`config.mk`:
```
export PLATFORM = sky130hd
export DESIGN_NAME = strmm_queue
export DESIGN_NICKNAME = d
export VERILOG_FILES = /design/src/hw/rtl/strmm_queue.sv
export SDC_FILE = /design/constraint.sdc
export NUM_CORES = 1
export LEC_CHECK = 0
export BUFFER_PORTS_ARGS = -buffer_cell sky130_fd_sc_hd__buf_2
export CORE_MARGIN = 4
export CORE_UTILIZATION = 48
export CTS_BUF_LIST = sky130_fd_sc_hd__clkbuf_4 sky130_fd_sc_hd__clkbuf_8 sky130_fd_sc_hd__clkbuf_16
export DETAILED_ROUTE_END_ITERATION = 12
export GPL_ROUTABILITY_DRIVEN = 0
export PLACE_DENSITY = 0.74
export SYNTH_ARGS = -nofsm -noshare
export SYNTH_HDL_FRONTEND = slang
export SYNTH_SLANG_ARGS = --single-unit
```
`constraint.sdc`:
```
create_clock -name clk -period 1.8 [get_ports clk]
set_input_delay 0.54 -clock clk [delete_from_list [all_inputs] [get_ports clk]]
set_output_delay 0.54 -clock clk [all_outputs]
set_load 0.02 [all_outputs]
```
`src/hw/rtl/strmm_queue.sv`:
```
// ----------------------------------------------------------------------------
// strmm_queue
// Small command FIFO between the front and back ends.
// ----------------------------------------------------------------------------
module strmm_queue #(
  parameter int WIDTH = 8,
  parameter int DEPTH = 2
) (
  input  logic             clk,
  input  logic             rst,
  input  logic             push,
  input  logic [WIDTH-1:0] push_data,
  output logic             push_ready,
  input  logic             pop,
  output logic             pop_valid,
  output logic [WIDTH-1:0] pop_data
);

  localparam int PTR_W = (DEPTH > 1) ? $clog2(DEPTH) : 1;
  localparam int CNT_W = $clog2(DEPTH + 1);

  logic [WIDTH-1:0] slots [DEPTH];
  logic [PTR_W-1:0] wr_ptr;
  logic [PTR_W-1:0] rd_ptr;
  logic [CNT_W-1:0] fill;

  assign push_ready = (fill != CNT_W'(DEPTH));
  assign pop_valid  = (fill != '0);
  assign pop_data   = slots[rd_ptr];

  always_ff @(posedge clk) begin
    if (push) begin
      slots[wr_ptr] <= push_data;
    end
  end

  always_ff @(posedge clk) begin
    if (rst) begin
      wr_ptr <= '0;
      rd_ptr <= '0;
      fill   <= '0;
    end else begin
      if (push) begin
        wr_ptr <= (wr_ptr == PTR_W'(DEPTH - 1)) ? '0 : wr_ptr + PTR_W'(1);
      end
      if (pop) begin
        rd_ptr <= (rd_ptr == PTR_W'(DEPTH - 1)) ? '0 : rd_ptr + PTR_W'(1);
      end
      case ({push, pop})
        2'b10:   fill <= fill + CNT_W'(1);
        2'b01:   fill <= fill - CNT_W'(1);
        default: fill <= fill;
      endcase
    end
  end

endmodule

```
## Yosys cells after proc, flatten, opt, wreduce, memory -nomap -nowiden

Memory sizes are Yosys's and may differ from the RTL's. A register that Yosys moved wholly into a read port is not among the register bits.
Cells that the tools add are included.

| word-level totals | value |
|---|---|
| memories | 1 |
| RAM bits | 16 |
| register bits after elaboration | 4 |
| logic and storage cells | 20 |

| operators by class | value |
|---|---|
| multiplexer cells | 7 |
| equal/unequal tests | 3 |
| add/subtract/negate cells | 4 |
| reduce and logical (&&, ||, !) cells | 2 |

Memory list:

| memory | depth | width | read ports | clocked after Yosys merged registers in | wr ports | line | source |
|---|---|---|---|---|---|---|---|
| slots | 2 | 8 | 1 | 1 | 1 | 22 | `logic [WIDTH-1:0] slots [DEPTH];` |

Operator list:

| kind | number |
|---|---|
| $mux 1 | 6 |
| $pmux 2 s2 | 1 |
| $reduce_bool 2->1 | 2 |
| $add 1x1->1 const B | 2 |
| $add 2x1->2 const B | 1 |
| $eq 2x1->1 const B | 1 |
| $eq 2x2->1 const B | 1 |
| $ne 2x2->1 const B | 1 |
| $sub 2x1->2 const B | 1 |

## Depth between registers and ports, before layout

Gate-level depths: netlist (run 1).

| logic depth | value |
|---|---|
| word-level depth | 4 |
| depth in mapped cells | 5 |
| mapped depth without buffers | 5 |

## Worst setup path after synthesis (run 1)

No wires, ideal clock.

| path | value |
|---|---|
| path type | input to register |
| start | input push |
| end | register fill[1] |
| arrival time | 1.341 ns |
| setup slack | 0.389 ns |
| stages | 4 |
| setup time | 0.070 ns |
| required time | 1.730 ns |
| cell sequence | inv_1 -> ha_1 -> or3_1 -> a21oi_1 |

| between the ends | value |
|---|---|
| longest elaborated chain between the ends | 2 |
| elaborated cells between the ends (all ways) | 4 |

RTL lines:

| element | line | source |
|---|---|---|
| start, declared | 11 | `input logic push,` |
| $eq 2x1->1 or $eq 2x2->1 (tied branches) | 49 | `case ({push, pop})` |
| $pmux 2 s2 or $reduce_bool 2->1 (tied branches) | n/a |  |
| end signal, assigned | 50 | `2'b10: fill <= fill + CNT_W'(1);` |
| end signal, assigned | 51 | `2'b01: fill <= fill - CNT_W'(1);` |
| end signal, assigned | 52 | `default: fill <= fill;` |
| end, declared | 25 | `logic [CNT_W-1:0] fill;` |

Several ways; a longest one is shown, not always the timed one.
A chain may end at the register's enable or synchronous reset.

==> results of run 1 <==
==> registers in the layout, summed over array words and instances (netlist names), named ones only <==
signal and cells:
wr_ptr 1, rd_ptr 1, slots 16, fill 2
==> repair_timing <==
item / CTS / global route
cloned: 0 / 0
resized for setup: 2 / 0
endpoints found under the setup margin: 8 / 5
pin swaps: 0 / 0
==> layer usage <==
metal / vias to the layer above / share of wire [%] / routed length (um)
li1: 221 / - / -
met3: 4 / 6.6 / 75
met2: 17 / 47 / 535
met5: - / 0 / 0
met4: 0 / 3.8 / 43
met1: 197 / 43 / 487
==> worst max-delay path: stages, from the launching register on <==
cell     delay, ps
dfxtp_4        420
mux2_2         340
buf_2          160
==> per-stage QoR <==
step,area [sq um],util [%],worst slack (ps)
2_1_floorplan,781,-,389
3_3_place_gp,908,59.6,212
3_5_place_dp,908,59.6,205
4_1_cts,942,61.8,29.2
5_1_grt,942,61.8,-7.41
6_report,942,61.8,52.4
==> final cells by class <==
cell class,count,area [sq um]
Fill cell,121,582
Timing Repair Buffer,22,113
Tap cell,16,20.0
Clock buffer,4,30.0
Multi-Input combinational cell,24,191
Inverter,1,3.75
Sequential cell,21,584
==> final timing paths <==
check | end | from | cells after the start
max | pop_data[7] | flip-flop | 2
min | slots[1][0] | push_data[0] | 1
max reg2reg | slots[1][5] | wr_ptr | 1
min reg2reg | fill[1] | fill[1] | 2
==> layout by cell type (no fill, tap or decap) <==
master,instances
a21oi_1,1
and2_1,1
buf_2,21
buf_4,1
clkbuf_4,4
dfxtp_1,4
dfxtp_4,1
edfxtp_1,16
ha_1,1
inv_1,1
mux2_2,8
nand2b_1,1
nor2_1,5
o21ai_0,1
or2_2,1
or3_1,1
xnor2_1,3
xor2_1,1
==> power breakdown <==
group | switching [mW] | internal [mW] | leakage, nW | total, mW
registers | 0.0200 | 0.559 | 0.192 | 0.579
logic | 0.0800 | 0.0699 | 0.162 | 0.150
clock network | 0.128 | 0.101 | 0.0184 | 0.229
total | 0.228 | 0.731 | 0.373 | 0.958
==> cells by family after synthesis <==
| family | after synthesis | synth area share, % |
|---|---|---|
| flip-flops | 21 | 74.4 |
| AND/OR/NAND/NOR | 9 | 5.61 |
| multiplexers | 8 | 11.5 |
| XOR/XNOR | 4 | 4.49 |
| AO/OA/AOI/OAI | 2 | 1.28 |
| buffers and inverters | 2 | 1.12 |
| adder cells (fa/ha/maj) | 1 | 1.60 |
==> key figures, run 1 <==
Route
  • Via count: 439
  • Vias per Instance: 4.99
  • TritonRoute pass-1 iters: 5
  • DRC viols: 0
  • Total Wirelength: 1140 um
  • Initial DRC Count: 4
  • Routed len/inst: 13.0 um
  • Final ANT Viol Nets: 0

Synth
  • Yosys warnings: 0
  • Syn Inst Count: 47
  • Commonest cells in the netlist: edfxtp_1 (16), mux2_2 (8), dfxtp_1 (5), nor2_1 (5), xnor2_1 (3)
  • Post-synth EDFFs: 16
  • Area leader, netlist: edfxtp_1
  • Synth cell types: 15
  • Largest cells by area after synthesis: edfxtp_1 (62%), dfxtp_1 (13%), mux2_2 (12%), xnor2_1 (3.4%), nor2_1 (2.4%)
  • Most common cell in the netlist: edfxtp_1
  • Synth Cell Area: 781 sq um
  • Sequential share of the synthesized area: 74.4%
  • Most used DFF post-synth: edfxtp_1
  • Area share of the leading cell type in the synthesized netlist: 61.5%
  • Post-synthesis register bit count: 21
  • Synth async-reset ratio: 0%
  • Syn Nets: 60
  • Avg Synthesized Cell Area: 16.6 sq um

Placement
  • Buffers on Ports: 21
  • Hpwl dp: 860 um
  • Cells after DPL: 84

Critical path
  • CP required: 1260 ps
  • Crit end category: output port
  • Crit path DAT: 1210 ps
  • CP max FO: 8
  • WS Path Type: reg -> out
  • CP Launch Type: flip-flop
  • R2R Setup Slk: 730 ps

STA
  • Max-slew headroom: 75.5%
  • RSZ-0062 raised after global routing: yes
  • Worst slew pin tran: 368 ps
  • Fmax: 572 MHz
  • Hold violation total from the final report: 0
  • Tcrit/Tclk final: 97.1%
  • Clock Skew: 3.37 ps
  • Fin crit period: 1750 ps
  • Final setup TNS: 0 ps
  • Slew Limit Fails: 0
  • Setup violations, final: 0
  • Hold slack final: 424 ps

Die
  • Die area: 0.00234 sq mm
  • Chip Height: 48.3 um
  • Starting Density: 51.2%
  • Core Area: 0.00152 sq mm
  • I/O pins: 22
  • Row count: 14
  • Chip Width: 48.3 um

Job
  • Max_cap viols: 0

Clocking
  • Hold buffers post-CTS: 0
  • Total CTS buffers: 3
  • Clock-pin slew on the worst setup and hold paths: 100 ps
  • CTS root buf: clkbuf_4
  • Worst-case clock buffer depth: 2
  • Max H-tree Level: 1
  • CTS tree: done
  • Later-pin clock latency in the skew report: 290 ps
  • Post-CTS setup buffer count: 0
  • TritonCTS sink count: 21

Pwr
  • P_leak: 0.373 nW
  • Pwr Total: 0.958 mW
  • Power per cell area: 1020 mW/mm^2
  • Worst vdd ir: 0.656 mV

Cells and area
  • Nets@finish: 86
  • Layout Cells excl Fill: 88
  • Antenna cells: 0
  • Share of layout cells above drive strength 1: 50.0%
  • P&R area growth vs syn: 20.7%

Global route
  • Initial antenna violation count: 0
  • GR Util met2: 16.1%
  • Total Routing Usage GR: 10.9%
  • Largest net degree at the start of global routing: 12
  • GRT met1 Usage: 12.7%
  • GRT overflow: 0
  • Global-route wire length before repair: 1890 um
  • Number of global-route vias before repair: 418
  • GR peak layer: met2
  • Met3 GRT Util: 3.37%

Hold path
  • Hold WC Path Type: in -> reg

Status
  • Status: finished clean
(Power assumes the default switching activity.)
==> inputs of run 2 (changes only) <==
--- a/config.mk
+++ b/config.mk
@@ -5,13 +5,14 @@
 export SDC_FILE = /design/constraint.sdc
 export NUM_CORES = 1
 export LEC_CHECK = 0
+export ABC_AREA = 1
 export BUFFER_PORTS_ARGS = -buffer_cell sky130_fd_sc_hd__buf_2
 export CORE_MARGIN = 4
-export CORE_UTILIZATION = 48
+export CORE_UTILIZATION = 49
 export CTS_BUF_LIST = sky130_fd_sc_hd__clkbuf_4 sky130_fd_sc_hd__clkbuf_8 sky130_fd_sc_hd__clkbuf_16
 export DETAILED_ROUTE_END_ITERATION = 12
 export GPL_ROUTABILITY_DRIVEN = 0
-export PLACE_DENSITY = 0.74
+export PLACE_DENSITY = 0.75
 export SYNTH_ARGS = -nofsm -noshare
 export SYNTH_HDL_FRONTEND = slang
 export SYNTH_SLANG_ARGS = --single-unit
==> key figures, run 2 <==
Synth
  • Syn Nets: 70 (+17%)
  • Largest family of logic cells by synthesized area: multiplexers
  • Area leader, netlist: edfxtp_1
  • Synth cell types: 14 (-1)
  • Most common cell in the netlist: edfxtp_1
  • Synth async-reset ratio: 0% (unchanged)
  • Syn Inst Count: 57 (+21%)
  • Simple-gate area share of the yosys netlist: 8.38% (+2.8 points)
  • Xor and xnor fraction of the mapped netlist area: 1.05% (-3.4 points)
  • Area share of the leading cell type in the synthesized netlist: 57.5% (-4.1 points)
  • Largest cells by area after synthesis: edfxtp_1 (57%), mux2_4 (14%), dfxtp_1 (12%), nor2_1 (3.6%), inv_1 (2.7%)
  • Adder-cell share of the synthesized area: 1.50% (-0.11 points)
  • Post-synthesis register bit count: 21 (unchanged)
  • Avg Synthesized Cell Area: 14.7 sq um (-12%)
  • Synth Cell Area: 836 sq um (+7.1%)
  • Most used DFF post-synth: edfxtp_1
  • Mux cell area share after synthesis: 14.4% (+2.8 points)
  • Commonest cells in the netlist: edfxtp_1 (16), mux2_4 (8), nor2_1 (8)
  • Post-synth EDFFs: 16 (unchanged)
  • Post-synthesis compound-gate area fraction: 1.20% (-0.084 points)
  • Yosys warnings: 0 (unchanged)
  • Sequential share of the synthesized area: 69.5% (-4.9 points)

Critical path
  • Critical-path cell list: buf_6 > mux2_4 > buf_6
  • CP Launch Type: flip-flop
  • CP required: 1260 ps (about the same)
  • Crit path largest cell delay: 360 ps (-60 ps)
  • Top cell by count, worst path: buf_6
  • WS Path Type: reg -> out
  • Crit path DAT: 1210 ps (about the same)
  • Crit end category: output port
  • Worst Reg-to-Reg Cells: 2 (+1)
  • Slowest cell on the critical path: dfxtp_2
  • CP max FO: 5 (-3)

Cells and area
  • Commonest cells after routing, fill and taps aside: edfxtp_1 (16), buf_2 (14), buf_6 (9), mux2_4 (8), nor2_1 (8)
  • Top reg by flops: slots
  • P&R area growth vs syn: 26.2%
  • Commonest non-fill, non-tap cell in the layout: edfxtp_1
  • Share of layout cells above drive strength 1: 45.2% (-4.8 points)
  • Max FFs per register: 16 (unchanged)
  • FILL cells: 116 (-4.1%)
  • Antenna cells: 0 (unchanged)
  • Nets@finish: 98 (+14%)
  • Top flop regs: slots x16, fill x2

Global route
  • Initial antenna violation count: 0 (unchanged)
  • Number of global-route vias before repair: 500 (+20%)
  • Largest net degree at the start of global routing: 12 (unchanged)
  • Global-route wire length before repair: 2080 um (+10%)
  • GR peak layer: met2
  • Total Routing Usage GR: 11.4% (+0.46 points)
  • GR Util met2: 18.8% (+2.7 points)
  • Met3 GRT Util: 2.75% (-0.62 points)
  • GRT met1 Usage: 13.2% (+0.59 points)
  • GRT overflow: 0 (unchanged)

Pwr
  • Worst vdd ir: 0.589 mV (-10%)
  • Seq pwr share: 57.2% (-3.3 points)
  • Logic pwr share: 19.1% (+3.5 points)
  • Power per cell area: 941 mW/mm^2 (-7.4%)
  • NetSw: 0.238 mW (+4.6%)
  • Net Sw Frac: 24.0% (+0.22 points)
  • Internal: 0.755 mW (+3.3%)
  • Pwr Total: 0.993 mW (+3.6%)
  • P_leak: 0.463 nW (+24%)
  • Power share of the clock group: 23.7% (-0.2 points)

Die
  • Starting Density: 53.6% (+2.4 points)
  • Chip Height: 49.3 um (+2.0%)
  • Chip Width: 49.3 um (+2.0%)
  • Row count: 14 (unchanged)
  • Die area: 0.00243 sq mm (+4.1%)
  • I/O pins: 22 (unchanged)
  • Core Area: 0.00156 sq mm (+2.3%)

Route
  • Final ANT Viol Nets: 0 (unchanged)
  • Routed len/inst: 12.8 um (-1.6%)
  • Initial DRC Count: 9 (+5)
  • Vias per Instance: 4.82 (-3.4%)
  • Total Wirelength: 1280 um (+12%)
  • TritonRoute pass-1 iters: 6 (+1)
  • Via count: 482 (+9.8%)
  • DRC viols: 0 (unchanged)

STA
  • Post-route setup slack: 47.1 ps (-5.30 ps)
  • Clock Skew: 2.01 ps (-1.36 ps)
  • Hold violation total from the final report: 0 (unchanged)
  • Tcrit/Tclk final: 97.4% (+0.29 points)
  • Setup violations, final: 0 (unchanged)
  • RSZ-0062 raised after global routing: yes
  • Fmax: 570 MHz (-0.30%)
  • Worst slew pin tran: 355 ps (-12.8 ps)
  • Fin crit period: 1750 ps (+5.30 ps)
  • Slew Limit Fails: 0 (unchanged)
  • Max-slew headroom: 76.3% (+0.83 points)

Clocking
  • Total CTS buffers: 3 (unchanged)
  • TritonCTS sink count: 21 (unchanged)
  • CTS root buf: clkbuf_4
  • CTS tree: done
  • Later-pin clock latency in the skew report: 300 ps (about the same)
  • Clock-pin slew on the worst setup and hold paths: 110 ps (about the same)
  • Hold buffers post-CTS: 0 (unchanged)
  • Max H-tree Level: 1 (unchanged)
  • Worst-case clock buffer depth: 2 (unchanged)

Placement
  • Hpwl dp: 997 um (+16%)
  • Buffers on Ports: 21 (unchanged)
  • Worst slack, placed: 330 ps (+125 ps)

Hold path
  • WHS Path Cells: 1 (unchanged)
  • Hold WC Path Type: in -> reg

Status
  • Status: finished clean

Job
  • Max_cap viols: 0 (unchanged)
==> run 2: cell count changes in the layout (fill, tap and decap cells not counted), sizes merged, moves of 2 or more <==
cell   delta
nor2      +3
xnor2     -2
inv       +5
nand2     +6
buf       +2
==> run 2: kinds of logic (layout without fill, tap and decap cells) <==
logic type | Yosys count | count (layout)
DFF | 21 | 21
and+or+nand+nor | 17 | 17
muxes | 8 | 8
buffers and inverters | 7 | 34
AOI/OAI and AO/OA | 2 | 2
adders and majority gates | 1 | 1
xor gates and xnor gates | 1 | 1
==> run 2: worst paths after layout <==
| kind | from | slack [ps] | end |
|---|---|---|---|
| worst min register to register | fill[1] | 540 | fill[1] |
| worst max-delay path | flip-flop | 50 | pop_data[5] |
| worst min-delay path | push_data[0] | 420 | slots[1][0] |
| worst max register to register | wr_ptr | 770 | slots[1][1] |
==> run 2: cell type report <==
cell class	instances	area (sq um)	share of cell area, %
repair buffers	24	179	17.0
well taps	16	20.0	1.90
multi-input cells	29	221	21.0
inverters	6	22.5	2.14
clock buffers	4	30.0	2.85
flip-flops and latches	21	582	55.2
==> run 2: critical path, delay by kind of cell, from the launching register on <==
kind                   cells  cell delay (ps)
muxes                      1              300
buffers and inverters      2              260
DFF                        1              360
==> run 2: repair_timing <==
action / in CTS / in global routing
endpoints found under the setup margin: 5 / 8
buffers inserted: 0 / 0
resized for setup: 2 / 15
gates cloned: 0 / 0
==> run 2: through the flow <==
stage                     hold WS [ps]  utilization, %  TNS, ps  instances  cell area, sq um
after floorplan                    480               -        0         57               836
after global placement             496            62.4        0         96               972
after detailed placement           507            62.4        0         96               972
after CTS                          416            64.6        0        100              1010
after global routing               411            67.7    -17.2        100              1050
final                              425            67.7        0        100              1050
==> run 2: routing by layer <==
layer  routed length, um  vias up  share of wire [%]
li1                    -      250                  -
met1                 559      213                 44
met3                  59        4                4.6
met2                 628       15                 49
met4                  30        0                2.3
met5                   0        -                  0
==> run 2: power groups by stage <==
| stage | Combinational, mW | Sequential (mW) | Clock (mW) |
|---|---|---|---|
| global route | 0.205 | 0.571 | 0.261 |
| CTS | 0.169 | 0.568 | 0.243 |
| global placement | 0.162 | 0.576 | 0 |
| floorplan | 0.116 | 0.574 | 0 |
| finish | 0.190 | 0.568 | 0.235 |
| detailed placement | 0.167 | 0.578 | 0 |
