==> src/hw/rtl/strmm_pkg.sv <==
// ----------------------------------------------------------------------------
// strmm_pkg
// Shared types and codes for the sparse table range min/max unit.
// ----------------------------------------------------------------------------
package strmm_pkg;

  // Width of the range index fields on the request channel.
  localparam int RNG_W = 10;

  // Request codes carried in req_type.
  localparam logic [1:0] REQ_CLEAR  = 2'd0;
  localparam logic [1:0] REQ_APPEND = 2'd1;
  localparam logic [1:0] REQ_QUERY  = 2'd2;

  // Commands passed from the front end to the back end.
  typedef enum logic [1:0] {
    OP_APPEND,
    OP_QUERY,
    OP_BAD
  } op_t;

  // Back end sequencer states.
  typedef enum logic [1:0] {
    ST_IDLE,
    ST_APPEND,
    ST_QDATA
  } st_t;

endpackage

==> src/hw/rtl/strmm_if.sv <==
// ----------------------------------------------------------------------------
// strmm_if
// Valid/ready channels for the request and result sides of the unit.
// ----------------------------------------------------------------------------
interface strmm_req_if #(
  parameter int VALUE_BITS = 32
);
  logic                             valid;
  logic                             ready;
  logic [1:0]                       req_type;
  logic signed [VALUE_BITS-1:0]     value;
  logic [strmm_pkg::RNG_W-1:0]      range_low;
  logic [strmm_pkg::RNG_W-1:0]      range_high;

  modport source (output valid, req_type, value, range_low, range_high, input ready);
  modport sink (input valid, req_type, value, range_low, range_high, output ready);
endinterface


==> src/hw/rtl/strmm_front.sv <==
// ----------------------------------------------------------------------------
// strmm_front
// Takes requests, counts elements and turns each query and each append with
// room into a ready-to-run command: table index, level and range check done.
// ----------------------------------------------------------------------------
module strmm_front #(
  parameter int MAX_ELEMS  = 1024,
  parameter int LEVELS     = 11,
  parameter int VALUE_BITS = 32
) (
  input  logic                         clk,
  input  logic                         rst,
  strmm_req_if.sink                    req,
  output logic                         push,
  input  logic                         push_ready,
  output strmm_pkg::op_t               op,
  output logic signed [VALUE_BITS-1:0] val,
  output logic [$clog2(MAX_ELEMS)-1:0] idx_a,
  output logic [$clog2(MAX_ELEMS)-1:0] idx_b,
  output logic [$clog2(LEVELS)-1:0]    lvl
);

  localparam int IDX_W = $clog2(MAX_ELEMS);
  localparam int CNT_W = $clog2(MAX_ELEMS + 1);
  localparam int LVL_W = $clog2(LEVELS);
  localparam int CMP_W = ((CNT_W > strmm_pkg::RNG_W) ? CNT_W : strmm_pkg::RNG_W) + 1;

  logic [CNT_W-1:0] cnt;
  logic [CNT_W-1:0] cnt_next;
  logic             accept;
  logic             full;
  logic [CNT_W-1:0] cnt_p1;
  logic [LVL_W-1:0] app_lvl;
  logic [CMP_W-1:0] lo_x;
  logic [CMP_W-1:0] hi_x;
  logic [CMP_W-1:0] cnt_x;
  logic [CMP_W-1:0] len;
  logic [CMP_W-1:0] j2;
  logic [LVL_W-1:0] q_lvl;
  logic             bad;

  assign req.ready = push_ready;
  assign accept    = req.valid && push_ready;
  assign full      = (cnt == CNT_W'(MAX_ELEMS));
  assign cnt_p1    = cnt + CNT_W'(1);

  // top level filled by an append: floor(log2(count+1)), capped
  always_comb begin
    app_lvl = '0;
    for (int k = 1; k < LEVELS; k++) begin
      if ((cnt_p1 >> k) != '0) begin
        app_lvl = LVL_W'(k);
      end
    end
  end

  // query check, block level and start of the right-hand block
  assign lo_x  = CMP_W'(req.range_low);
  assign hi_x  = CMP_W'(req.range_high);
  assign cnt_x = CMP_W'(cnt);
  assign bad   = (cnt == '0) || (lo_x > hi_x) || (hi_x >= cnt_x);
  assign len   = hi_x - lo_x + CMP_W'(1);

  always_comb begin
    q_lvl = '0;
    for (int k = 1; k < LEVELS; k++) begin
      if ((len >> k) != '0) begin
        q_lvl = LVL_W'(k);
      end
    end
  end

  assign j2 = hi_x + CMP_W'(1) - (CMP_W'(1) << q_lvl);

  always_comb begin
    push     = 1'b0;
    op       = strmm_pkg::OP_BAD;
    val      = req.value;
    idx_a    = IDX_W'(lo_x);
    idx_b    = IDX_W'(j2);
    lvl      = q_lvl;
    cnt_next = cnt;
    case (req.req_type)
      strmm_pkg::REQ_CLEAR: begin
        cnt_next = '0;
      end
      strmm_pkg::REQ_APPEND: begin
        if (!full) begin
          push     = accept;
          op       = strmm_pkg::OP_APPEND;
          idx_a    = IDX_W'(cnt);
          lvl      = app_lvl;
          cnt_next = cnt_p1;
        end
      end
      strmm_pkg::REQ_QUERY: begin
        push = accept;
        op   = bad ? strmm_pkg::OP_BAD : strmm_pkg::OP_QUERY;
      end
      default: begin
        cnt_next = cnt;
      end
    endcase
  end

  always_ff @(posedge clk) begin
    if (rst) begin
      cnt <= '0;
    end else if (accept) begin
      cnt <= cnt_next;
    end
  end

endmodule

==> src/flat_wrapper.sv <==
// flat-port wrapper written by rule: the top's interface ports become plain ports
module strmm_front_flat 
#(
  parameter int MAX_ELEMS  = 1024,
  parameter int LEVELS     = 11,
  parameter int VALUE_BITS = 32
)
  (clk, rst, push, push_ready, op, val, idx_a, idx_b, lvl, req_valid, req_req_type, req_value, req_range_low, req_range_high, req_ready);
  strmm_req_if #(.VALUE_BITS(VALUE_BITS)) req_i ();
  input  logic clk;
  input  logic rst;
  output logic push;
  input  logic push_ready;
  output strmm_pkg::op_t op;
  output logic signed [VALUE_BITS-1:0] val;
  output logic [$clog2(MAX_ELEMS)-1:0] idx_a;
  output logic [$clog2(MAX_ELEMS)-1:0] idx_b;
  output logic [$clog2(LEVELS)-1:0] lvl;
  input wire logic [$bits(req_i.valid)-1:0] req_valid;
  input wire logic [$bits(req_i.req_type)-1:0] req_req_type;
  input wire logic [$bits(req_i.value)-1:0] req_value;
  input wire logic [$bits(req_i.range_low)-1:0] req_range_low;
  input wire logic [$bits(req_i.range_high)-1:0] req_range_high;
  output wire logic [$bits(req_i.ready)-1:0] req_ready;
  assign req_i.valid = req_valid;
  assign req_i.req_type = req_req_type;
  assign req_i.value = req_value;
  assign req_i.range_low = req_range_low;
  assign req_i.range_high = req_range_high;
  assign req_ready = req_i.ready;
  strmm_front #(.MAX_ELEMS(MAX_ELEMS), .LEVELS(LEVELS), .VALUE_BITS(VALUE_BITS)) u_core (.clk(clk), .rst(rst), .req(req_i), .push(push), .push_ready(push_ready), .op(op), .val(val), .idx_a(idx_a), .idx_b(idx_b), .lvl(lvl));
endmodule
==> config.mk <==
export PLATFORM = sky130hd
export DESIGN_NAME = strmm_front_flat
export DESIGN_NICKNAME = d
export VERILOG_FILES = /design/src/hw/rtl/strmm_pkg.sv /design/src/hw/rtl/strmm_if.sv /design/src/hw/rtl/strmm_front.sv /design/src/flat_wrapper.sv
export SDC_FILE = /design/constraint.sdc
export NUM_CORES = 1
export LEC_CHECK = 0
export ABC_AREA = 0
export BUFFER_PORTS_ARGS = -buffer_cell sky130_fd_sc_hd__buf_2
export CORE_MARGIN = 3
export CORE_UTILIZATION = 38
export CTS_CLUSTER_SIZE = 40
export DETAILED_ROUTE_END_ITERATION = 16
export GPL_TIMING_DRIVEN = 1
export PLACE_DENSITY = 0.64
export SLEW_MARGIN = 20
export SYNTH_ARGS = -nofsm -noshare
export SYNTH_HDL_FRONTEND = slang
export SYNTH_SLANG_ARGS = --single-unit
==> constraint.sdc <==
create_clock -name clk -period 8.2 [get_ports clk]
set_clock_uncertainty 0.1 [all_clocks]
set_input_delay 1.23 -clock clk [delete_from_list [all_inputs] [get_ports clk]]
set_output_delay 1.23 -clock clk [all_outputs]
set_load 0.01 [all_outputs]
# After elaboration in Yosys (flattened, before gate mapping)
# Index checks and enable logic that the tools add are counted.
# W data, S select, Z words.
[classes] add_sub_neg=5 order_cmp=2 eq_ne=4 shifts=1 n_mux=31 n_reduce_logical=26
[ops] operator="$reduce_bool A12 Y1" n=10
[ops] operator="$reduce_bool A11 Y1" n=9
[ops] operator="$mux W4" n=20
[ops] operator="$pmux W11 S2" n=1
[ops] operator="$mux W10" n=2
[ops] operator="$add A12 B1 Y12 const B" n=1
[ops] operator="$add A11 B1 Y11 const B" n=1
[ops] operator="$eq A11 B11 Y1 const B" n=1
[ops] operator="$ge A10 B11 Y1" n=1
[ops] operator="$logic_not A11 Y1" n=1
[ops] operator="$mux W11" n=1
[ops] operator="$sub A10 B10 Y11" n=1
[ops] operator="$add A10 B1 Y10 const B" n=1
[ops] operator="$gt A10 B10 Y1" n=1
[ops] operator="$shl A1 B4 Y10 const A" n=1
[ops] operator="$sub A10 B10 Y10" n=1
[ops] operator="$mux W2" n=2
[ops] operator="$pmux W2 S2" n=1
[ops] operator="$mux W1" n=3
[ops] operator="$reduce_and A3 Y1" n=1
[ops] operator="$eq A2 B1 Y1 const B" n=1
[ops] operator="$eq A2 B2 Y1 const B" n=1
[ops] operator="$logic_not A2 Y1" n=1
[ops] operator="$logic_or A1 B1 Y1" n=2
[ops] operator="4 further kinds" n=4
[totals] reg_bits=11 input_bits=58 out_inout_bits=60 wordCells=70

# Longest topological paths before layout
# Gate-level depths: netlist of the first run.
[depth] depth_word=15 mapped_depth=26 ltp_nobuf=26

# Worst setup path before layout of the first run
# Ideal clock, no wire load.
[synth_timing] kind="input port to output port" startpoint="input req_range_high[0]" endpoint="output idx_b[9]" arrival_time_ns=5.885 required_ns=6.870 path_slack_ns=0.985 cell_stages=23 path_buffers=0 cell_sequence="inv_1 > ha_1 > fa_1 > nand2b_1 > a21oi_2 > xor2_1 > o2111a_2 > a21oi_2 > o211a_1 > or2_2 > a31oi_1 > nand3_1 > ha_1 > fa_1 > a21o_1 > a21oi_1 > nor2b_1 > o21ai_0 > nand2_1 > a21oi_1 > o21ba_2 > xnor2_1 > xnor2_1"
[synth_via] elab_chain_cells=15
[synth_lines] item="start: declaration" line_no="flat_wrapper.sv:23" rtl="input wire logic [$bits(req_i.range_high)-1:0] req_range_high;"
[synth_lines] item="$sub A10 B10 Y11" line_no="strmm_front.sv:62" rtl="assign len = hi_x - lo_x + CMP_W'(1);"
[synth_lines] item="$add A12 B1 Y12" line_no="strmm_front.sv:62"
[synth_lines] item="$reduce_bool A12 Y1" line_no="strmm_front.sv:67" rtl="if ((len >> k) != '0) begin"
[synth_lines] item="$mux W1" line_no="strmm_front.sv:67"
[synth_lines] item="$mux W4 (9 in series)" line_no="strmm_front.sv:67"
[synth_lines] item="$shl A1 B4 Y10" line_no="strmm_front.sv:73" rtl="assign j2 = hi_x + CMP_W'(1) - (CMP_W'(1) << q_lvl);"
[synth_lines] item="$sub A10 B10 Y10 (*)" line_no="strmm_front.sv:73"
[synth_lines] item="end: declaration" line_no="flat_wrapper.sv:17" rtl="output logic [$clog2(MAX_ELEMS)-1:0] idx_b;"
# Every way passes the cells marked *; elsewhere a longest branch is shown, timed or not.

# Worst setup path in the final report of the first run
# Ends and elaborated chain as after synthesis.

==> impl_metrics.csv, run 1 <==
group,metric,value,unit
worst_setup_path,worstSetupPathType,"in2out",
layout,ff_latch_area,220,um^2
logic_synthesis,syn_nets,562,
global_route,top_usage_layer,"met1",
timing,period_minus_slack,7790,ps
worst_setup_path,worst_setup_path_start_kind,"input port",
layout,layout-drive-gt1-share,20.2,%
timing,holdWs,448,ps
layout,antenna_cells,0,
layout,fin_cells,575,
clock_tree,clock-root-buffer,"clkbuf_8",
clock_tree,hold_buffers,0,
layout,largest_register,"u_core.cnt",
placement,numPortBuffers,53,
pwr,p_switching,0.173,mW
layout,mostFrequentLayoutCell,"buf_2",
logic_synthesis,synth_cells,459,
pwr,powerDensity,106,mW/mm^2
drt,drc,0,
clock_tree,clkSinkCount,11,
layout,fillers,879,
timing,max_slew_margin,42.5,%
floorplanning,die_y,98.5,um
global_route,gr-total-overflow,0,
logic_synthesis,synth_enable_flop_cells,0,
pwr,leakage,1.47,nW
pwr,p_comb_share,70.5,%
status,status,"complete, no violations",
logic_synthesis,synth_async_sr_flop_share,0,%
pwr,p_clk_share,14.8,%
pwr,worst_ir_drop_vdd,45.2,uV
logic_synthesis,postSynthAreaPerCell,7.08,um^2
global_route,grt_pass1_wl,15.2,mm
layout,postLayoutCoreUtil,41.9,%
logic_synthesis,synth-main-ff-cell,"dfxtp_1",
timing,fmax,128,MHz
floorplanning,initial_core_util,39.4,%
timing,period_share,95.0,%
drt,first_pass_iters,4,
timing,rsz0062_at_grt,"false",
global_route,grt_max_degree,18,
pwr,p_sw_share,47.0,%
layout,largest_reg_flops,11,
logic_synthesis,seq_area_frac_synth,6.77,%
placement,dpl.cell_count,568,
drt,via_per_inst,5.71,
pwr,power.total,0.368,mW
timing,worstMarginPinSlew,862,ps
layout,most-common-layout-cells,"buf_2 (53), ha_1 (43), nand2_1 (37)",
worst_setup_path,worstPathArrival,6460,ps
clock_tree,tritoncts,"done",
clock_tree,cts_buffers,3,
timing,slew_violations,0,
logic_synthesis,synth_cell_types,72,
floorplanning,ioPinCount,118,
pwr,intPower,0.195,mW
global_route,grt_util_met2,27.6,%
clock_tree,clk_latency,240,ps
timing,hold_viol_final,0,
layout,multi_input_area,0.00263,mm^2
drt,drtAntennaViolNets,0,
timing,tns,0,ps
logic_synthesis,yosysWarningCount,0,
global_route,grt_pass1_vias,3158,
clock_tree,htree_levels,1,
global_route,gr-usage-met3,2.83,%
worst_setup_path,cp-end-kind,"output pin",
floorplanning,fp.dieArea,0.00970,mm^2
timing,setup_viol,0,
floorplanning,core_region_area,0.00826,mm^2
global_route,grt.total_usage,18.5,%
floorplanning,dieWidth,98.5,um
min_path,holdPathStages,2,
pwr,pwr-share-seq,14.7,%
clock_tree,path_clk_slew,50,ps
drt,wire_per_inst,15.9,um
drt,drt_iter0_drc,145,
worst_setup_path,required,6870,ps
drt,dr_total_vias,3284,
logic_synthesis,synth_area,0.00325,mm^2
layout,largestRegisters,"u_core.cnt: 11 flops",
worst_setup_path,rr_worst_depth,8,
placement,dpl.hpwl,7.70,mm
drt,routed_wl,9.14,mm
run,max_cap_viol_count,0,
placement,place_congestion,0.879,
min_path,hold_path_class,"reg2reg",
floorplanning,rows,33,
layout,syn_to_final_growth,6.35,%
worst_setup_path,path_max_fanout,7,
global_route,antenna_found_initial,0,
layout,final_net_count,574,
global_route,grt.met1_usage,27.9,%
logic_synthesis,ys_ff_latch,11,
clock_tree,clk_path_buf_depth,2,
==> synthesized netlist by cell type, types with 3 or more instances <==
library cell,count,share of area (%)
ha_1,43,17
nand2_1,37,4.3
inv_1,35,4.0
nor2_1,35,4.0
buf_4,33,7.6
o21ai_0,30,4.6
a21oi_1,28,4.3
nand3_1,23,3.5
xnor2_1,22,5.9
clkbuf_1,14,1.6
dfxtp_1,11,6.8
nor3_1,11,1.7
o21a_1,9,2.1
a31oi_1,8,1.5
nor4_1,7,1.3
o211a_1,7,2.2
o211ai_1,7,1.6
xor2_1,7,1.9
a21o_1,6,1.4
nor2b_1,6,1.2
a22oi_1,4,0.92
nand4_1,4,0.77
or2_2,4,0.77
a21oi_2,3,0.81
o311ai_0,3,0.81
==> through the flow <==
step | instance area [um^2] | setup WS, ps
2_1_floorplan | 3250 | 985
3_3_place_gp | 3320 | 246
3_5_place_dp | 3320 | 97.8
4_1_cts | 3360 | 77.7
5_1_grt | 3460 | 69.5
6_report | 3460 | 407
==> routing by layer <==
layer,vias up,part of all wire [%]
li1,1648,-
met1,1492,50
met2,118,40
met3,26,7.3
met4,0,1.9
met5,-,0
==> timing repair <==
action | 4_1_cts | 5_1_grt
setup endpoints to repair | 0 | 2
buffers inserted | 0 | 3
resized for setup | 0 | 13
==> cell families (layout without fill, tap and decap cells) <==
family / Yosys count / after routing / synth area share (%)
adders and majority gates: 45 / 45 / 17.8
AOI/OAI and AO/OA: 133 / 133 / 28.1
xor gates and xnor gates: 29 / 29 / 7.81
and+or+nand+nor: 152 / 152 / 24.0
buffers and inverters: 86 / 97 / 14.6
muxes: 3 / 3 / 0.962
DFF: 11 / 11 / 6.77
==> power by group through the flow <==
stage	Combinational, mW	Sequential [mW]	Clock [mW]
after floorplan	0.194	0.0551	0
after global placement	0.241	0.0553	0
after detailed placement	0.244	0.0553	0
after CTS	0.245	0.0542	0.0556
after global routing	0.286	0.0542	0.0583
final	0.259	0.0542	0.0544
==> worst max-delay path, stage by stage <==
cell and delay [ps]:
buf_2 90, inv_1 50, ha_1 210, fa_1 450, nand2b_1 240, a21oi_4 210, xnor2_2 160, or4_1 650
o211a_1 270, o22a_1 210, a31oi_2 260, nand3_1 150, ha_1 340, fa_1 470, a21o_1 190, a21oi_2 180
nor2b_1 60, o21ai_0 160, nand2_1 150, a21oi_1 180, o21ba_2 150, xnor2_1 120, xnor2_1 130, buf_2 140
==> path summary, 6_finish.rpt <==
path | startpoint | to | slack (ps)
max | req_range_high[0] | idx_b[9] | 410
min | u_core.cnt[5] | u_core.cnt[5] | 450
max reg2reg | u_core.cnt[7] | u_core.cnt[3] | 5180
min reg2reg | u_core.cnt[5] | u_core.cnt[5] | 450
==> layout make-up <==
type,instances,area share [%]
clock buffers,4,1.30
inverters,35,3.80
multi-input cells,362,76.0
flip-flops and latches,11,6.37
well taps,105,3.80
repair buffers,58,8.76
No activity file was read; power rests on OpenSTA's default activity.
==> run 2: changes to the inputs <==
- ABC_AREA: 0 -> 1
- PLACE_DENSITY: 0.64 -> 0.65
==> run 2 against run 1 <==
Effect of this change:
- power shrank 12%
- combinational power decreased by 16%
- sequential share of layout area rose by 0.48 points
- critical path type unchanged
- highest routed layer unchanged
==> impl_metrics.csv, run 2 <==
group,metric,value,unit
timing,tns,0,ps
layout,mostFrequentLayoutCell,"nand2_1",
worst_setup_path,regToRegSetupSlack,5280,ps
global_route,grt_pass1_vias,2885,
worst_setup_path,critPathTopFamily,"simple AND/OR/NAND/NOR gates",
global_route,grt.total_usage,18.1,%
timing,slew_violations,0,
worst_setup_path,rr_worst_depth,12,
clock_tree,clk_path_buf_depth,2,
placement,dp_slack,993,ps
floorplanning,ioPinCount,118,
run,max_cap_viol_count,0,
layout,most-common-layout-cells,"nand2_1 (123), inv_1 (85), buf_2 (53)",
layout,multi_input_area,0.00222,mm^2
global_route,grt_pass1_wl,13.3,mm
pwr,leakage,1.70,nW
clock_tree,clkSinkCount,11,
logic_synthesis,synth_cells,502,
worst_setup_path,cp-end-kind,"output pin",
status,status,"complete, no violations",
drt,drt_iter0_drc,96,
layout,largest_register,"u_core.cnt",
drt,wire_per_inst,13.0,um
drt,drc,0,
worst_setup_path,reg2reg_to,"u_core.cnt[4]",
layout,ff_latch_area,220,um^2
drt,dr_total_vias,3090,
logic_synthesis,synth_most_common_cell,"nand2_1",
min_path,hold_end,"u_core.cnt[10]",
clock_tree,tritoncts,"done",
clock_tree,htree_levels,1,
logic_synthesis,ys_ff_latch,11,
floorplanning,fp.dieArea,0.00911,mm^2
worst_setup_path,slowest_delay,470,ps
drt,via_per_inst,4.98,
timing,hold_viol_final,0,
timing,setup_viol,0,
timing,holdWs,382,ps
worst_setup_path,path_buf_inv,5,
placement,dpl.hpwl,7.02,mm
layout,syn_to_final_growth,5.72,%
drt,drtAntennaViolNets,0,
logic_synthesis,synth_enable_flop_cells,0,
logic_synthesis,seq_area_frac_synth,7.24,%
worst_setup_path,worstSetupPathType,"in2out",
logic_synthesis,synth_area_leaders,"ha_1 (18%), nand2_1 (15%), inv_1 (10%)",
worst_setup_path,path_max_fanout,9,
logic_synthesis,syn_nets,605,
clock_tree,cts_resized,0,
clock_tree,cts_setup_buffers,0,
placement,dpl.cell_count,617,
timing,period_minus_slack,7240,ps
layout,largest_reg_flops,11,
placement,numPortBuffers,53,
logic_synthesis,synth_async_sr_flop_share,0,%
logic_synthesis,synth-main-ff-cell,"dfxtp_1",
global_route,grt_max_degree,21,
clock_tree,clk_latency,240,ps
floorplanning,core_region_area,0.00752,mm^2
worst_setup_path,critical_path_depth,35,
floorplanning,rows,31,
layout,final_net_count,626,
global_route,gr-total-overflow,0,
min_path,holdPathStages,2,
worst_setup_path,cp_common_cell,"nand2_1",
pwr,power.total,0.325,mW
floorplanning,dieWidth,95.5,um
logic_synthesis,synth_cell_types,40,
min_path,hold_start,"u_core.cnt[10]",
layout,fillers,828,
timing,max_slew_margin,44.7,%
timing,worstMarginPinSlew,826,ps
placement,place_congestion,0.859,
worst_setup_path,worstPathArrival,5910,ps
logic_synthesis,synth_area,0.00304,mm^2
layout,largestRegisters,"u_core.cnt: 11 flops",
global_route,antenna_found_initial,0,
timing,setup_ws,960,ps
clock_tree,clock-root-buffer,"clkbuf_8",
worst_setup_path,required,6870,ps
pwr,powerDensity,101,mW/mm^2
logic_synthesis,yosysWarningCount,0,
drt,routed_wl,8.07,mm
floorplanning,die_y,95.5,um
logic_synthesis,netlist_top_cells_count,"nand2_1 (123), inv_1 (85), ha_1 (43)",
logic_synthesis,yosysTopAreaCellShare,17.7,%
timing,rsz0062_at_grt,"false",
timing,period_share,88.3,%
clock_tree,hold_buffers,0,
floorplanning,initial_core_util,40.4,%
logic_synthesis,yosys.area.top_type,"ha_1",
pwr,worst_ir_drop_vdd,91.7,uV
logic_synthesis,postSynthAreaPerCell,6.06,um^2
layout,fin_cells,621,
min_path,hold_path_class,"reg2reg",
clock_tree,cts_buffers,3,
layout,layout-drive-gt1-share,17.8,%
layout,antenna_cells,0,
clock_tree,path_clk_slew,50,ps
drt,first_pass_iters,4,
timing,fmax,138,MHz
worst_setup_path,r2r_start,"u_core.cnt[0]",
worst_setup_path,cpMaxStageDelayCell,"fa_1",
worst_setup_path,worst_setup_path_start_kind,"input port",
==> run 2: report_power, final <==
part | internal, mW | leakage, nW | switching [mW]
Sequential | 0.0538 | 0.0886 | 0.000235
Clock | 0.0340 | 0.0228 | 0.0189
Combinational | 0.0781 | 1.59 | 0.140
Total | 0.166 | 1.70 | 0.159
==> run 2: metal layers <==
layer	global-route usage [%]	vias to the layer above	share of wire (%)
li1	-	1617	-
met1	23.6	1398	46
met2	32.4	58	49
met3	0.474	17	2.6
met4	5.45	0	2.3
met5	0	-	0
==> run 2: cells by family (layout without fill, tap and decap cells) <==
family	Yosys count	in the layout	synth area share (%)
AND/OR/NAND/NOR	238	238	37.5
buffers and inverters	129	149	20.0
AO/OA/AOI/OAI	60	60	10.8
adder cells (fa/ha/maj)	45	45	19.0
XOR/XNOR	19	19	5.47
flip-flops	11	11	7.24
==> run 2: metrics by stage <==
step	instance area [um^2]	utilization [%]
finish	3220	42.7
global route	3220	42.7
CTS	3210	42.7
detailed placement	3170	42.1
global placement	3170	42.1
floorplan	3040	-
==> run 2: area by class of cell <==
cell class / count / share of cell area (%)
Clock buffer: 4 / 1.40
Multi-Input combinational cell: 362 / 68.9
Tap cell: 99 / 3.85
Sequential cell: 11 / 6.85
Inverter: 92 / 10.7
Timing Repair Buffer: 53 / 8.25
==> run 2: worst max path at each step <==
stage	startpoint	endpoint
6_report	req_range_high[0]	idx_b[9]
3_5_place_dp	req_range_high[0]	idx_b[9]
3_3_place_gp	req_range_high[0]	idx_b[9]
2_1_floorplan	req_range_high[0]	idx_b[9]
5_1_grt	req_range_high[0]	idx_b[9]
4_1_cts	req_range_high[0]	idx_b[9]
==> run 2: worst register-to-register path, stage by stage (launching register included) <==
cell,delay (ps)
dfxtp_1,380
inv_1,130
ha_1,220
nand4_1,80
nor4_1,60
nand3_1,80
inv_1,60
nor2_2,490
inv_1,320
nor2_2,370
inv_1,150
or2_2,290
a21oi_1,120
==> run 3: changes to the inputs <==
- CORE_MARGIN: 3 -> 1
- CORE_UTILIZATION: 38 -> 51
- PLACE_DENSITY: 0.65 -> 0.83
==> run 3 against run 2 <==
Effect of this change:
- fmax hardly changed
- first-iteration DRC count grew to 2.7 times the previous value
- non-clock buffer count stayed put
- clock power is 0.8% higher
- highest routed layer unchanged
==> impl_metrics.csv, run 3 (same netlist as run 2, synthesis figures left out) <==
group,metric,value,unit
floorplanning,ioPinCount,118,
clock_tree,path_clk_slew,50,ps
drt,dr_wl_met2,4.08,mm
min_path,hold_end,"u_core.cnt[10]",
worst_setup_path,worstSetupPathType,"in2out",
drt,via_per_inst,5.54,
timing,max_slew_margin,45.4,%
drt,wl_met1,3.14,mm
worst_setup_path,path_max_fanout,9,
floorplanning,die_y,79.2,um
placement,dpl.cell_count,590,
worst_setup_path,cpMaxStageDelayCell,"fa_1",
drt,wire_per_inst,13.5,um
timing,hold_viol_final,0,
pwr,p_comb_share,67.4,%
timing,worstMarginPinSlew,816,ps
clock_tree,cts_resized,0,
worst_setup_path,worst_setup_path_start_kind,"input port",
layout,largestRegisters,"u_core.cnt: 11 flops",
worst_setup_path,required,6870,ps
clock_tree,clk_path_buf_depth,2,
layout,final_net_count,626,
layout,mostFrequentLayoutCell,"nand2_1",
placement,place_congestion,0.972,
worst_setup_path,rr_worst_depth,12,
layout,largest_reg_flops,11,
clock_tree,tritoncts,"done",
run,max_cap_viol_count,0,
floorplanning,rows,27,
layout,largest_register,"u_core.cnt",
timing,fmax,138,MHz
pwr,powerDensity,104,mW/mm^2
placement,numPortBuffers,53,
global_route,grt_pass1_vias,2920,
drt,drtAntennaViolNets,0,
drt,drc,0,
timing,holdWs,387,ps
pwr,p_switching,0.163,mW
global_route,grt.total_usage,25.2,%
clock_tree,clkSinkCount,11,
placement,dpl.hpwl,6.84,mm
drt,first_pass_iters,5,
drt,drt_iter0_drc,255,
clock_tree,cts_buffers,3,
min_path,holdPathStages,2,
pwr,worst_ir_drop_vdd,125,uV
clock_tree,cts_setup_buffers,0,
layout,syn_to_final_growth,4.61,%
worst_setup_path,worstPathArrival,5900,ps
clock_tree,hold_buffers,0,
clock_tree,htree_levels,1,
pwr,pwr-share-seq,16.4,%
clock_tree,clk_latency,240,ps
drt,routed_wl,8.00,mm
pwr,p_clk_share,16.2,%
worst_setup_path,slowest_delay,420,ps
pwr,p_sw_share,49.4,%
drt,dr_total_vias,3289,
timing,rsz0062_at_grt,"false",
layout,most-common-layout-cells,"nand2_1 (123), inv_1 (85), buf_2 (53)",
floorplanning,fp.dieArea,0.00628,mm^2
drt,wl_met3,406,um
min_path,hold_path_class,"reg2reg",
clock_tree,clock-root-buffer,"clkbuf_8",
timing,period_minus_slack,7230,ps
pwr,leakage,1.70,nW
layout,layout-drive-gt1-share,17.8,%
global_route,gr-total-overflow,0,
status,status,"complete, no violations",
floorplanning,core_region_area,0.00564,mm^2
pwr,intPower,0.167,mW
floorplanning,initial_core_util,53.9,%
timing,setup_viol,0,
worst_setup_path,regToRegSetupSlack,5230,ps
drt,routed.top_layer,"met4",
worst_setup_path,reg2reg_to,"u_core.cnt[4]",
worst_setup_path,cp-end-kind,"output pin",
global_route,grt_max_degree,21,
min_path,hold_start,"u_core.cnt[10]",
timing,tns,0,ps
timing,period_share,88.2,%
worst_setup_path,r2r_start,"u_core.cnt[0]",
timing,slew_violations,0,
global_route,grt_pass1_wl,12.6,mm
global_route,antenna_found_initial,0,
layout,fin_cells,594,
floorplanning,dieWidth,79.2,um
layout,antenna_cells,0,
run 3: final cells by class:
class | count | area, um^2
fillers | 533 | 2460
multi-input cells | 362 | 2220
inverters | 92 | 345
repair buffers | 53 | 265
flip-flops and latches | 11 | 220
well taps | 72 | 90.1
clock buffers | 4 | 45.0
run 3: worst max-delay path by stage:
stage / startpoint / endpoint / cells past startpoint
CTS: req_range_high[0] / idx_b[9] / 32
detailed placement: req_range_high[0] / idx_b[9] / 33
global route: req_range_high[0] / idx_b[9] / 33
global placement: req_range_high[0] / idx_b[9] / 31
floorplan: req_range_high[0] / idx_b[9] / 33
finish: req_range_high[0] / idx_b[9] / 32
run 3: routing by layer:
layer  vias up  track usage, %
met3        47            1.49
li1       1621               -
met4         0            14.5
met1      1485            28.4
met5         -               0
met2       136            46.3
run 3: power by group through the flow:
| stage | sequential, mW | clock (mW) | combinational, mW |
|---|---|---|---|
| after floorplan | 0.0550 | 0 | 0.173 |
| after global placement | 0.0551 | 0 | 0.212 |
| after detailed placement | 0.0551 | 0 | 0.219 |
| after CTS | 0.0540 | 0.0567 | 0.220 |
| after global routing | 0.0540 | 0.0578 | 0.245 |
| final | 0.0541 | 0.0533 | 0.222 |
run 3: critical path, delay by kind of cell:
family | cells | cell delay (ps)
xor gates and xnor gates | 2 | 340
adders and majority gates | 6 | 1730
buffers and inverters | 6 | 520
AOI/OAI and AO/OA | 3 | 410
and+or+nand+nor | 15 | 1680
run 3: stage by stage:
stage	utilization [%]	worst slack [ps]	instance area [um^2]	total power [mW]
global placement	55.6	1180	3130	0.267
floorplan	-	1560	3040	0.228
global route	56.4	577	3180	0.357
CTS	56.4	1010	3180	0.330
finish	56.4	966	3180	0.329
detailed placement	55.6	1010	3130	0.274
